### src/sv/vmep_pkg.sv
`timescale 1ns / 1ps
// Package for the message element parser: phase type, codes and the result record.
// No dependencies; used by every module of the block.
package vmep_pkg;

	localparam int unsigned MAX_SECTION_DEPTH_DEF = 255;
	localparam int unsigned DEPTH_W = 8;
	localparam int unsigned LEVEL_W = 9;
	localparam int unsigned LEN_W = 16;

	typedef enum logic [2:0] {
		PH_TYPE,
		PH_NLEN,
		PH_NCHR,
		PH_VHI,
		PH_VLO,
		PH_VAL
	} phase_t;

	// byte roles
	localparam logic [2:0] ROLE_TYPE = 3'd0;
	localparam logic [2:0] ROLE_NLEN = 3'd1;
	localparam logic [2:0] ROLE_NCHR = 3'd2;
	localparam logic [2:0] ROLE_VHI  = 3'd3;
	localparam logic [2:0] ROLE_VLO  = 3'd4;
	localparam logic [2:0] ROLE_VAL  = 3'd5;
	localparam logic [2:0] ROLE_END  = 3'd6;

	// element types, also the low bits of a type byte
	localparam logic [2:0] EL_NONE       = 3'd0;
	localparam logic [2:0] EL_SEC_START  = 3'd1;
	localparam logic [2:0] EL_SEC_END    = 3'd2;
	localparam logic [2:0] EL_KEY_VALUE  = 3'd3;
	localparam logic [2:0] EL_LIST_START = 3'd4;
	localparam logic [2:0] EL_LIST_ITEM  = 3'd5;
	localparam logic [2:0] EL_LIST_END   = 3'd6;
	localparam logic [2:0] EL_MSG_END    = 3'd7;

	// error codes
	localparam logic [1:0] ERR_NONE  = 2'd0;
	localparam logic [1:0] ERR_BAD   = 2'd1;
	localparam logic [1:0] ERR_NAME  = 2'd2;
	localparam logic [1:0] ERR_DEPTH = 2'd3;

	localparam logic [7:0] PRINT_LO = 8'h20;
	localparam logic [7:0] PRINT_HI = 8'h7E;

	typedef struct packed {
		logic [2:0]         role;
		logic [7:0]         data;
		logic [2:0]         done;
		logic [LEVEL_W-1:0] level;
		logic [1:0]         err;
	} result_t;

endpackage

### src/sv/vmep_core.sv
`timescale 1ns / 1ps
// Parser state registers and the per-byte decode that forms one result.
// Depends on vmep_pkg.
module vmep_core #(
	parameter int unsigned MAX_SECTION_DEPTH = vmep_pkg::MAX_SECTION_DEPTH_DEF
) (
	input  logic              clk,
	input  logic              arst_n,
	input  logic              fire,
	input  logic              op,
	input  logic [7:0]        data_byte,
	output vmep_pkg::result_t res
);

	localparam logic [vmep_pkg::DEPTH_W-1:0] DepthCap =
		(MAX_SECTION_DEPTH > 255) ? 8'd255 : 8'(MAX_SECTION_DEPTH);

	vmep_pkg::phase_t              phase_q, phase_d;
	logic [2:0]                    elem_q, elem_d;
	logic [vmep_pkg::LEN_W-1:0]    remain_q, remain_d;
	logic [7:0]                    len_hi_q, len_hi_d;
	logic [vmep_pkg::DEPTH_W-1:0]  depth_q, depth_d, depth_post;
	logic                          list_q, list_d, list_post;
	logic [1:0]                    err_q, err_d;

	logic [1:0]                    fault;
	logic [1:0]                    err_out;
	logic [vmep_pkg::LEN_W-1:0]    remain_dec;
	logic [vmep_pkg::LEN_W-1:0]    vlen;
	logic [2:0]                    name_done;
	logic                          type_ok;

	assign remain_dec = remain_q - 16'd1;
	assign vlen       = {len_hi_q, data_byte};
	assign name_done  = (elem_q == vmep_pkg::EL_KEY_VALUE) ? vmep_pkg::EL_NONE : elem_q;
	assign type_ok    = (data_byte[7:3] == 5'd0);

	// error raised by this item, if none is pending yet
	always_comb begin
		fault = vmep_pkg::ERR_NONE;
		if (err_q == vmep_pkg::ERR_NONE) begin
			if (op) begin
				if (phase_q != vmep_pkg::PH_TYPE || list_q || depth_q != '0)
					fault = vmep_pkg::ERR_BAD;
			end else begin
				case (phase_q)
					vmep_pkg::PH_TYPE: begin
						if (!type_ok) begin
							fault = vmep_pkg::ERR_BAD;
						end else begin
							case (data_byte[2:0])
								vmep_pkg::EL_SEC_START: begin
									if (list_q)
										fault = vmep_pkg::ERR_BAD;
									else if (depth_q >= DepthCap)
										fault = vmep_pkg::ERR_DEPTH;
								end
								vmep_pkg::EL_SEC_END: begin
									if (depth_q == '0 || list_q)
										fault = vmep_pkg::ERR_BAD;
								end
								vmep_pkg::EL_KEY_VALUE, vmep_pkg::EL_LIST_START: begin
									if (list_q)
										fault = vmep_pkg::ERR_BAD;
								end
								vmep_pkg::EL_LIST_ITEM, vmep_pkg::EL_LIST_END: begin
									if (!list_q)
										fault = vmep_pkg::ERR_BAD;
								end
								default: fault = vmep_pkg::ERR_BAD;
							endcase
						end
					end
					vmep_pkg::PH_NCHR: begin
						if (!(data_byte inside {[vmep_pkg::PRINT_LO:vmep_pkg::PRINT_HI]}))
							fault = vmep_pkg::ERR_NAME;
					end
					default: fault = vmep_pkg::ERR_NONE;
				endcase
			end
		end
	end

	assign err_out = (err_q != vmep_pkg::ERR_NONE) ? err_q : fault;

	// next state
	always_comb begin
		phase_d    = phase_q;
		elem_d     = elem_q;
		remain_d   = remain_q;
		len_hi_d   = len_hi_q;
		depth_post = depth_q;
		list_post  = list_q;
		err_d      = err_out;
		if (!op && err_out == vmep_pkg::ERR_NONE) begin
			case (phase_q)
				vmep_pkg::PH_TYPE: begin
					case (data_byte[2:0])
						vmep_pkg::EL_SEC_START: begin
							depth_post = depth_q + 8'd1;
							elem_d     = vmep_pkg::EL_SEC_START;
							phase_d    = vmep_pkg::PH_NLEN;
						end
						vmep_pkg::EL_SEC_END: depth_post = depth_q - 8'd1;
						vmep_pkg::EL_KEY_VALUE, vmep_pkg::EL_LIST_START: begin
							elem_d  = data_byte[2:0];
							phase_d = vmep_pkg::PH_NLEN;
						end
						vmep_pkg::EL_LIST_ITEM: begin
							elem_d  = vmep_pkg::EL_LIST_ITEM;
							phase_d = vmep_pkg::PH_VHI;
						end
						vmep_pkg::EL_LIST_END: list_post = 1'b0;
						default: phase_d = phase_q;
					endcase
				end
				vmep_pkg::PH_NLEN, vmep_pkg::PH_NCHR: begin
					if (phase_q == vmep_pkg::PH_NLEN)
						remain_d = {8'd0, data_byte};
					else
						remain_d = remain_dec;
					if ((phase_q == vmep_pkg::PH_NLEN && data_byte == 8'd0) ||
					    (phase_q == vmep_pkg::PH_NCHR && remain_dec == '0)) begin
						// name complete: a key-value goes on to its value
						if (elem_q == vmep_pkg::EL_KEY_VALUE) begin
							phase_d = vmep_pkg::PH_VHI;
						end else begin
							if (elem_q == vmep_pkg::EL_LIST_START)
								list_post = 1'b1;
							phase_d = vmep_pkg::PH_TYPE;
						end
					end else begin
						phase_d = vmep_pkg::PH_NCHR;
					end
				end
				vmep_pkg::PH_VHI: begin
					len_hi_d = data_byte;
					phase_d  = vmep_pkg::PH_VLO;
				end
				vmep_pkg::PH_VLO: begin
					remain_d = vlen;
					phase_d  = (vlen == '0) ? vmep_pkg::PH_TYPE : vmep_pkg::PH_VAL;
				end
				default: begin
					remain_d = remain_dec;
					if (remain_dec == '0)
						phase_d = vmep_pkg::PH_TYPE;
				end
			endcase
		end
	end

	assign depth_d = op ? '0 : depth_post;
	assign list_d  = op ? 1'b0 : list_post;

	// outputs
	always_comb begin
		res.data  = op ? 8'd0 : data_byte;
		res.err   = err_out;
		res.level = vmep_pkg::LEVEL_W'(depth_post) + vmep_pkg::LEVEL_W'(list_post);
		res.role  = vmep_pkg::ROLE_TYPE;
		res.done  = vmep_pkg::EL_NONE;
		if (op) begin
			res.role = vmep_pkg::ROLE_END;
			if (err_out == vmep_pkg::ERR_NONE)
				res.done = vmep_pkg::EL_MSG_END;
		end else if (err_q == vmep_pkg::ERR_NONE) begin
			case (phase_q)
				vmep_pkg::PH_TYPE: begin
					res.role = vmep_pkg::ROLE_TYPE;
					if (type_ok && (data_byte[2:0] == vmep_pkg::EL_SEC_END ||
					                data_byte[2:0] == vmep_pkg::EL_LIST_END))
						res.done = data_byte[2:0];
				end
				vmep_pkg::PH_NLEN: begin
					res.role = vmep_pkg::ROLE_NLEN;
					if (data_byte == 8'd0)
						res.done = name_done;
				end
				vmep_pkg::PH_NCHR: begin
					res.role = vmep_pkg::ROLE_NCHR;
					if (remain_dec == '0)
						res.done = name_done;
				end
				vmep_pkg::PH_VHI: res.role = vmep_pkg::ROLE_VHI;
				vmep_pkg::PH_VLO: begin
					res.role = vmep_pkg::ROLE_VLO;
					if (vlen == '0)
						res.done = elem_q;
				end
				default: begin
					res.role = vmep_pkg::ROLE_VAL;
					if (remain_dec == '0)
						res.done = elem_q;
				end
			endcase
			if (fault != vmep_pkg::ERR_NONE)
				res.done = vmep_pkg::EL_NONE;
		end
	end

	always_ff @(posedge clk or negedge arst_n) begin
		if (!arst_n) begin
			phase_q  <= vmep_pkg::PH_TYPE;
			elem_q   <= vmep_pkg::EL_NONE;
			remain_q <= '0;
			len_hi_q <= '0;
			depth_q  <= '0;
			list_q   <= 1'b0;
			err_q    <= vmep_pkg::ERR_NONE;
		end else if (fire) begin
			phase_q  <= op ? vmep_pkg::PH_TYPE : phase_d;
			elem_q   <= op ? vmep_pkg::EL_NONE : elem_d;
			remain_q <= op ? '0 : remain_d;
			len_hi_q <= op ? '0 : len_hi_d;
			depth_q  <= depth_d;
			list_q   <= list_d;
			err_q    <= op ? vmep_pkg::ERR_NONE : err_d;
		end
	end

endmodule

### src/sv/vmep_out_skid.sv
`timescale 1ns / 1ps
// Result register with a skid stage; input ready comes from a flop.
// Depends on vmep_pkg.
module vmep_out_skid (
	input  logic              clk,
	input  logic              arst_n,
	input  logic              in_valid,
	output logic              in_ready,
	input  vmep_pkg::result_t in_res,
	output logic              out_valid,
	input  logic              out_ready,
	output vmep_pkg::result_t out_res
);

	logic              out_v_q;
	logic              skid_v_q;
	vmep_pkg::result_t out_q;
	vmep_pkg::result_t skid_q;
	logic              in_fire;
	logic              out_fire;

	assign in_ready  = !skid_v_q;
	assign in_fire   = in_valid && in_ready;
	assign out_fire  = out_v_q && out_ready;
	assign out_valid = out_v_q;
	assign out_res   = out_q;

	always_ff @(posedge clk or negedge arst_n) begin
		if (!arst_n) begin
			out_v_q  <= 1'b0;
			skid_v_q <= 1'b0;
		end else if (out_fire) begin
			if (skid_v_q) begin
				skid_v_q <= 1'b0;
			end else begin
				out_v_q <= in_fire;
			end
		end else if (in_fire) begin
			if (out_v_q)
				skid_v_q <= 1'b1;
			else
				out_v_q <= 1'b1;
		end
	end

	always_ff @(posedge clk) begin
		if (out_fire) begin
			if (skid_v_q)
				out_q <= skid_q;
			else if (in_fire)
				out_q <= in_res;
		end else if (in_fire) begin
			if (out_v_q)
				skid_q <= in_res;
			else
				out_q <= in_res;
		end
	end

endmodule

### src/sv/vici_message_element_parser.sv
`timescale 1ns / 1ps
// Message element parser: takes one body byte or end marker per cycle while s_tready is
// high and returns one result per request. Throughput is one request per clock while the
// skid stage is empty: the parser state (phase, length counter, section depth, list flag,
// sticky error) is updated from the incoming byte, and the result is registered in an output
// register backed by a one-entry skid stage, so s_tready depends only on that skid flop and
// stays high while a single result waits downstream. No clearing pass is needed after
// reset; the block is ready as soon as reset is released.
// Depends on vmep_pkg, vmep_core and vmep_out_skid.
module vici_message_element_parser #(
	parameter int unsigned MAX_SECTION_DEPTH = vmep_pkg::MAX_SECTION_DEPTH_DEF
) (
	input  logic        clk,
	input  logic        arst_n,
	// request side
	input  logic        s_tvalid,
	output logic        s_tready,
	input  logic [7:0]  s_tdata,   // [7:0] data_byte
	input  logic [0:0]  s_tuser,   // [0] op (1 = end of message)
	// result side
	output logic        m_tvalid,
	input  logic        m_tready,
	output logic [23:0] m_tdata,   // [7:0] data_out, [10:8] element_done,
	                               // [19:11] nest_level, [21:20] error_code, [23:22] zero
	output logic [2:0]  m_tuser    // [2:0] byte_role
);

	vmep_pkg::result_t core_res;
	vmep_pkg::result_t out_res;
	logic              req_fire;

	// state advances only on an accepted request
	assign req_fire = s_tvalid && s_tready;

	vmep_core #(
		.MAX_SECTION_DEPTH(MAX_SECTION_DEPTH)
	) u_core (
		.clk      (clk),
		.arst_n   (arst_n),
		.fire     (req_fire),
		.op       (s_tuser[0]),
		.data_byte(s_tdata),
		.res      (core_res)
	);

	// hold results here while the consumer stalls
	vmep_out_skid u_skid (
		.clk      (clk),
		.arst_n   (arst_n),
		.in_valid (s_tvalid),
		.in_ready (s_tready),
		.in_res   (core_res),
		.out_valid(m_tvalid),
		.out_ready(m_tready),
		.out_res  (out_res)
	);

	// pack fields, lowest first
	assign m_tdata = {2'b00, out_res.err, out_res.level, out_res.done, out_res.data};
	assign m_tuser = out_res.role;

endmodule

### config.mk
export PLATFORM = sky130hd
export DESIGN_NAME = vici_message_element_parser
export DESIGN_NICKNAME = d
export VERILOG_FILES = /design/src/sv/vmep_pkg.sv /design/src/sv/vmep_core.sv /design/src/sv/vmep_out_skid.sv /design/src/sv/vici_message_element_parser.sv
export SDC_FILE = /design/constraint.sdc
export NUM_CORES = 1
export LEC_CHECK = 0
export BUFFER_PORTS_ARGS = -buffer_cell sky130_fd_sc_hd__buf_2
export CAP_MARGIN = 10
export CORE_MARGIN = 10
export CORE_UTILIZATION = 60
export CTS_BUF_LIST = sky130_fd_sc_hd__clkbuf_16
export CTS_CLUSTER_SIZE = 8
export DETAILED_ROUTE_END_ITERATION = 16
export PLACE_DENSITY_LB_ADDON = 0.3
export SLEW_MARGIN = 20
export SYNTH_ARGS = -nofsm -noshare
export SYNTH_HDL_FRONTEND = slang
export SYNTH_SLANG_ARGS = --single-unit
### constraint.sdc
create_clock -name clk -period 6.7 [get_ports clk]
set_clock_uncertainty 0.15 [all_clocks]
set_input_delay 0.335 -clock clk [delete_from_list [all_inputs] [get_ports clk]]
set_output_delay 0.335 -clock clk [all_outputs]
set_load 0.02 [all_outputs]
# [Word-level counts from Yosys, hierarchy flattened]
# Cells that the tools add are included.
[totals] register_bits=93 inputBits=13 output_inout_bits=29
[classes] addsub=4 n_lt_le_gt_ge=3 n_eq_ne=16 mux=70 n_bitwise=1 reduce_logical=47
[op_table] cell="$mux 25" count=5
[op_table] cell="$mux 3" count=19
[op_table] cell="$mux 8" count=7
[op_table] cell="$mux 16" count=3
[op_table] cell="$pmux 16 s3" count=1
[op_table] cell="$logic_not 16->1" count=2
[op_table] cell="$pmux 3 s5" count=2
[op_table] cell="$mux 2" count=10
[op_table] cell="$logic_not 8->1" count=2
[op_table] cell="$mux 1" count=16
[op_table] cell="$pmux 8 s2" count=1
[op_table] cell="$reduce_bool 2->1" count=8
[op_table] cell="$sub 16x1->16 const B" count=1
[op_table] cell="$eq 3x2->1 const B" count=5
[op_table] cell="$eq 3x3->1 const B" count=5
[op_table] cell="$pmux 3 s4" count=1
[op_table] cell="$reduce_and 3->1" count=4
[op_table] cell="$add 8x1->9" count=1
[op_table] cell="$pmux 3 s3" count=1
[op_table] cell="$add 8x1->8 const B" count=1
[op_table] cell="$ge 8x6->1 const B" count=1
[op_table] cell="$ge 8x8->1 const B" count=1
[op_table] cell="$le 8x7->1 const B" count=1
[op_table] cell="$pmux 2 s4" count=1
[op_table] cell="other kinds (23)" count=42

# [Longest topological paths before layout]
# Gate-level depths: netlist of the first run.
[logic_depth] ltp_word=16 mapped_depth=18 mapped_depth_nobuf=17

# [By module]
# Synthesis of the first run repeated with hierarchy kept, for this count alone.
[unflattened] hier_cells=542 area_unflattened_um2=5704.2
[by_module_without_submodules] module="vmep_core" instances=1 cells_per_inst=449 area_per_inst_um2=3672.3 seq_area_each_um2=1026.0
[by_module_without_submodules] module="vmep_out_skid" instances=1 cells_per_inst=89 area_per_inst_um2=2006.9 seq_area_each_um2=1551.5
[by_module_without_submodules] module="vici_message_element_parser" instances=1 cells_per_inst=4 area_per_inst_um2=25.0 seq_area_each_um2=0.0

# [Worst setup path before layout of the first run]
# OpenSTA, ideal clock, no wires.
[synth_timing] path_kind="in2reg" startpoint="in s_tdata[3]" endpoint="reg u_skid.out_q, in the netlist u_skid.out_res[8], data pin" setup_time_ps=260 t_arrival_ps=3658 path_slack_ps=2632 cell_stages=15 n_path_buf=0 path_cell_list="or4_4 -> a2111o_1 -> o31a_4 -> or3_4 -> nor4b_1 -> a21oi_1 -> nor2_1 -> ha_1 -> nand4_1 -> nor2_1 -> nand2_1 -> xnor2_1 -> nor2_1 -> a21oi_1 -> mux2_2"
[synth_lines] element="from (decl)" line="vici_message_element_parser.sv:18" text="input logic [7:0] s_tdata,"
[synth_lines] element="to (signal assigned)" line="vmep_out_skid.sv:49" text="out_q <= skid_q;"
[synth_lines] element="to (signal assigned)" line="vmep_out_skid.sv:51" text="out_q <= in_res;"
[synth_lines] element="to (signal assigned)" line="vmep_out_skid.sv:56" text="out_q <= in_res;"
[synth_lines] element="to (decl)" line="vmep_out_skid.sv:17" text="vmep_pkg::result_t out_q;"

==> results.json, run 1 <==
{
  "worst_pin_slew_ns": 1.00,
  "netSwitchingFraction": 0.436,
  "ys_seq_elements": 93,
  "coreArea_um2": 8760,
  "dpl_cell_area_um2": 5690,
  "num_rows": 34,
  "clockRootBuffer": "clkbuf_16",
  "cts.sinks": 93,
  "detailed_place_hpwl_mm": 9.97,
  "min_period_ns": 4.52,
  "required_ns": 6.65,
  "synthTopCellsByArea": "edfxtp_1, dfrtp_1, nand2_1",
  "grt_max_degree": 44,
  "ys_warn_count": 0,
  "start_util": 0.621,
  "synth_ff_type": "edfxtp_1",
  "crit_arrival_ns": 4.47,
  "sequentialPowerShare": 0.373,
  "routedWlPerCell_um": 19.8,
  "p_leak_nw": 2.47,
  "netlist.top_cell.by_area": "edfxtp_1",
  "layout_commonest_cell": "nand2_1",
  "grt_usage": 0.211,
  "worst-path-max-fanout": 11,
  "slew_headroom": 0.330,
  "ant_nets": 0,
  "grt_pass1_wl_mm": 22.7,
  "io_pins": 42,
  "port_buffers": 39,
  "whs_ns": 0.0102,
  "cts_tree": "done",
  "layout_common_cells": "nand2_1, nor2_1, edfxtp_1",
  "syn2layout_area_growth_pct": 10.2,
  "synth_edf_count": 50,
  "gp_congestion": 0.961,
  "synth_top_area_share": 0.276,
  "wirelength_mm": 14.0,
  "instances_no_fill": 710,
  "clk_path_buf_depth": 2,
  "drt-initial-drc-count": 591,
  "dr.pass1.iters": 5,
  "synth-seq-area-share": 0.474,
  "setup_tns_ns": 0,
  "synth.distinct_cells": 67,
  "hold_path.class": "primary input to async pin",
  "num_antenna_cells": 0,
  "place_inst": 694,
  "die_area_um2": 13300,
  "cts_buffers": 9,
  "cp-start-kind": "flip-flop",
  "cts_resized": 0,
  "power_switching_mw": 1.14,
  "p_per_area_nw_per_um2": 435,
  "insertion_delay_ns": 0.35,
  "end_kind": "flip-flop",
  "antenna_found_initial": 0,
  "stdcell_area_um2": 5990,
  "async_flop_share": 0.462,
  "synth_area_um2": 5440,
  "fin_crit_sh": 0.674,
  "die_h_um": 115,
  "rsz0062_at_grt": "no",
  "maxCapViolations": 0,
  "drv_slew": 0,
  "pre_cts_ws_ns": 2.11,
  "avgSynthCellArea_um2": 9.58,
  "drive_above_1_share": 0.158,
  "outcome": "finished, final reports clean",
  "worstSetupPathType": "flip-flop to flip-flop",
  "cts_hold_buf": 0,
  "peakVddDrop_mv": 0.377,
  "finalHoldViolCount": 0,
  "fin_nets": 621,
  "num_vias": 4610,
  "fmax_mhz": 221,
  "synthCells": 568,
  "post_cts_buffers": 0,
  "post-route-drc-count": 0,
  "overflow": 0,
  "clkSlewWorstSetupHoldPaths_ns": 0.07,
  "setup_viol": 0,
  "viasPerCell": 6.49,
  "internal_power_mw": 1.47,
  "htree_num_levels": 3,
  "p_comb_frac": 0.434,
  "die_x_um": 115,
  "pwr-share-clk": 0.193,
  "grt_pass1_vias": 4396,
  "fin_ws_ns": 2.18
}
[cells in the mapped netlist (3+ instances only)]
library cell and instances:
nand2_1 78, nor2_1 53, edfxtp_1 50, dfrtp_1 43, a21oi_1 39, o21ai_0 36
clkbuf_1 21, nor3_1 20, mux2_2 18, inv_1 16, o31ai_1 14, nand3_1 12
nor2b_1 12, xnor2_1 11, ha_1 10, xor2_1 10, a22oi_1 8, nand4_1 8
a22o_1 7, a31oi_1 6, mux2i_1 6, nor4_1 6, a211oi_1 5, nand2b_1 5
or2_2 5, a21o_1 4, and3_1 4, nor3b_1 4, or4_1 4, and2_1 3
nand3b_1 3
[metrics by stage]
step | util | power (mW)
floorplan | - | 1.76
global route | 0.684 | 2.77
detailed placement | 0.650 | 2.08
CTS | 0.683 | 2.58
finish | 0.684 | 2.60
global placement | 0.650 | 2.05
[final cells by class]
class                   count  area [um^2]
clock buffers               9          225
clock inverters             7         63.8
fillers                   668         2770
inverters                  17         63.8
multi-input cells         433         2700
flip-flops and latches     93         2580
well taps                 108          135
repair buffers             43          225
[flip-flops by register name (all words and copies together), names as in the netlist]
name and count:
u_core.depth_q 8, u_core.elem_q 3, u_core.err_q 2, u_core.len_hi_q 8
u_core.list_q 1, u_core.phase_q 3, u_core.remain_q 16, u_skid.out_res 25
u_skid.out_valid 1, u_skid.skid_q 25, u_skid.skid_v_q 1
[power groups by stage]
stage	Clock (mW)	Combinational [mW]	Sequential (mW)
6_report	0.504	1.13	0.971
5_1_grt	0.527	1.25	0.994
4_1_cts	0.507	1.12	0.962
3_5_place_dp	0	1.11	0.971
3_3_place_gp	0	1.09	0.961
2_1_floorplan	0	0.757	1.01
[per-layer routing]
| metal | share of wire | global-route usage |
|---|---|---|
| met1 | 0.44 | 0.299 |
| met2 | 0.45 | 0.314 |
| met3 | 0.090 | 0.0432 |
| met4 | 0.018 | 0.0718 |
| met5 | 0 | 0 |
[worst paths after layout]
check / start / end / slack, ns / cells after the start
max in group asynchronous: arst_n / u_core.len_hi_q[4] / 5.77 / 1
max reg2reg: u_core.remain_q[0] / u_skid.out_res[8] / 2.18 / 17
min in group clk: m_tready / u_skid.skid_v_q / 0.07 / 2
min: arst_n / u_core.depth_q[3] / 0.01 / 1
max: u_core.remain_q[0] / u_skid.out_res[8] / 2.18 / 17
min reg2reg: u_skid.skid_q[14] / u_skid.out_res[14] / 0.36 / 2
[logic make-up after synthesis]
logic type,after synthesis,synth area share
xor+xnor,22,0.0368
simple gates,227,0.205
compound gates,147,0.176
buf+inv,43,0.0327
fa+ha+maj,11,0.0267
other cells,1,0.000689
flops,93,0.474
mux,24,0.0483
[worst max-delay path: stages, from the launching register on]
cell	delay, ns
dfrtp_1	0.44
inv_1	0.12
ha_1	0.40
nor3b_1	0.42
nand3b_1	0.13
o31ai_1	0.12
nand4_1	0.27
o32ai_1	0.49
a21oi_1	0.16
nor2_1	0.17
ha_1	0.28
nand4_1	0.16
nor2_1	0.25
nand2_1	0.10
xnor2_1	0.14
nor2_1	0.09
a21oi_1	0.06
mux2_2	0.31
Power figures use the tool's default switching activity.
==> run 2, diff against run 1 <==
==> constraint.sdc (replaced) <==
create_clock -name clk -period 4.6 [get_ports clk]
set_clock_uncertainty 0.15 [all_clocks]
set_input_delay 0.23 -clock clk [delete_from_list [all_inputs] [get_ports clk]]
set_output_delay 0.23 -clock clk [all_outputs]
set_load 0.02 [all_outputs]
==> results.json, run 2 (same netlist as run 1, synthesis figures left out) <==
{
  "cts.sinks": 93,
  "rsz0062_at_grt": "no",
  "dr.pass1.iters": 5,
  "outcome": "finished, final reports clean",
  "htree_num_levels": 3,
  "post_cts_buffers": 0,
  "reg2reg_slack_ns": 0.21,
  "min_period_ns": 4.39,
  "coreArea_um2": 8760,
  "p_per_area_nw_per_um2": 625,
  "antenna_found_initial": 0,
  "start_util": 0.621,
  "fin_crit_sh": 0.955,
  "viasPerCell": 6.46,
  "hp-start": "s_tvalid",
  "worstReg2RegStart": "u_core.depth_q[1]",
  "post-route-drc-count": 0,
  "drt-initial-drc-count": 515,
  "port_buffers": 39,
  "grt_pass1_vias": 4421,
  "holdPathStages": 3,
  "r2r-end": "u_skid.out_res[8]",
  "die_h_um": 115,
  "grt_usage": 0.208,
  "maxCapViolations": 0,
  "path_common_cell": "nor2_1",
  "p_leak_nw": 2.51,
  "worst_pin_slew_ns": 0.909,
  "routedWlPerCell_um": 19.1,
  "slew_headroom": 0.392,
  "final_util": 0.692,
  "die_x_um": 115,
  "worstPathCellList": "or4_1 -> nor2_1 -> a31oi_1 -> o31a_4 -> or3_4 -> nor4b_1 -> a21oi_1 -> nor2_1 -> ha_1 -> nand4_1 -> nor2_1 -> nand2_1 -> xnor2_1 -> nor2_1 -> a21oi_1 -> mux2_2",
  "worst-path-max-fanout": 9,
  "cts_hold_buf": 2,
  "clockRootBuffer": "clkbuf_16",
  "ant_nets": 0,
  "hold_path.class": "primary input to flip-flop",
  "peakVddDrop_mv": 0.446,
  "crit_arrival_ns": 4.34,
  "overflow": 0,
  "fill_cells": 689,
  "fin_nets": 629,
  "grt_pass1_wl_mm": 22.5,
  "num_antenna_cells": 0,
  "clkSlewWorstSetupHoldPaths_ns": 0.07,
  "drive_above_1_share": 0.166,
  "clk_path_buf_depth": 2,
  "die_area_um2": 13300,
  "finalHoldViolCount": 0,
  "required_ns": 4.55,
  "wirelength_mm": 13.7,
  "reg2reg_depth": 16,
  "end_kind": "flip-flop",
  "grt_max_degree": 44,
  "drv_slew": 0,
  "setup_viol": 0,
  "detailed_place_hpwl_mm": 9.77,
  "cpPeakStageDelay_ns": 0.55,
  "io_pins": 42,
  "gp_congestion": 1.01,
  "layout_common_cells": "nand2_1, nor2_1, edfxtp_1",
  "cts_resized": 0,
  "layout_commonest_cell": "nand2_1",
  "critical_path.slowest_cell": "or4_1",
  "worstSetupPathType": "flip-flop to flip-flop",
  "cts_buffers": 9,
  "crit_path_start": "u_core.depth_q[1]",
  "num_rows": 34,
  "cp-start-kind": "flip-flop",
  "min_to": "u_skid.skid_v_q",
  "insertion_delay_ns": 0.35,
  "num_vias": 4637,
  "fmax_mhz": 228,
  "setup_tns_ns": 0,
  "cts_tree": "done",
  "syn2layout_area_growth_pct": 11.5
}
run 2: where the power goes:
part / internal (mW) / switching (mW) / leakage (nW)
registers: 1.18 / 0.215 / 1.05
clock network: 0.376 / 0.349 / 0.138
logic: 0.585 / 1.08 / 1.32
total: 2.14 / 1.65 / 2.51
run 2: cell type report:
class	instances	area, um^2	area share
Inverter	17	63.8	0.0105
Clock inverter	7	58.8	0.00970
Timing Repair Buffer	51	303	0.0499
Multi-Input combinational cell	433	2700	0.445
Clock buffer	9	225	0.0371
Sequential cell	93	2580	0.425
Tap cell	108	135	0.0223
run 2: worst max path at each step:
stage,end,slack (ns),cells past startpoint
2_1_floorplan,u_skid.out_res[8],0.64,15
3_3_place_gp,u_skid.out_res[8],0.33,16
3_5_place_dp,u_skid.out_res[8],0.15,16
4_1_cts,u_skid.out_res[8],0.27,16
5_1_grt,u_skid.out_res[8],0.003,17
6_report,u_skid.out_res[8],0.21,16
run 2: per-stage QoR:
| stage | instances | hold slack (ns) | cell area (um^2) | total power, mW | setup slack (ns) |
|---|---|---|---|---|---|
| after global routing | 718 | 0.0664 | 6060 | 4.02 | 0.00299 |
| after CTS | 717 | 0.0289 | 6030 | 3.75 | 0.268 |
| final | 718 | 0.0350 | 6060 | 3.79 | 0.207 |
| after detailed placement | 699 | 0.302 | 5730 | 3.03 | 0.147 |
| after floorplan | 569 | -0.216 | 5440 | 2.57 | 0.637 |
| after global placement | 699 | 0.290 | 5730 | 2.98 | 0.331 |
run 2: metal layers:
layer / vias to the layer above / GRT usage / part of all wire
met5: - / 0 / 0
met4: 0 / 0.0693 / 0.019
met3: 31 / 0.0438 / 0.10
met2: 247 / 0.316 / 0.44
met1: 2203 / 0.289 / 0.43
li1: 2156 / - / -
run 2: critical path, delay by kind of cell, from the launching register on:
family | cells | cell delay, ns
AOI/OAI and AO/OA | 4 | 0.55
adders and majority gates | 1 | 0.28
DFF | 1 | 0.49
and+or+nand+nor | 9 | 2.28
xor gates and xnor gates | 1 | 0.13
muxes | 1 | 0.27
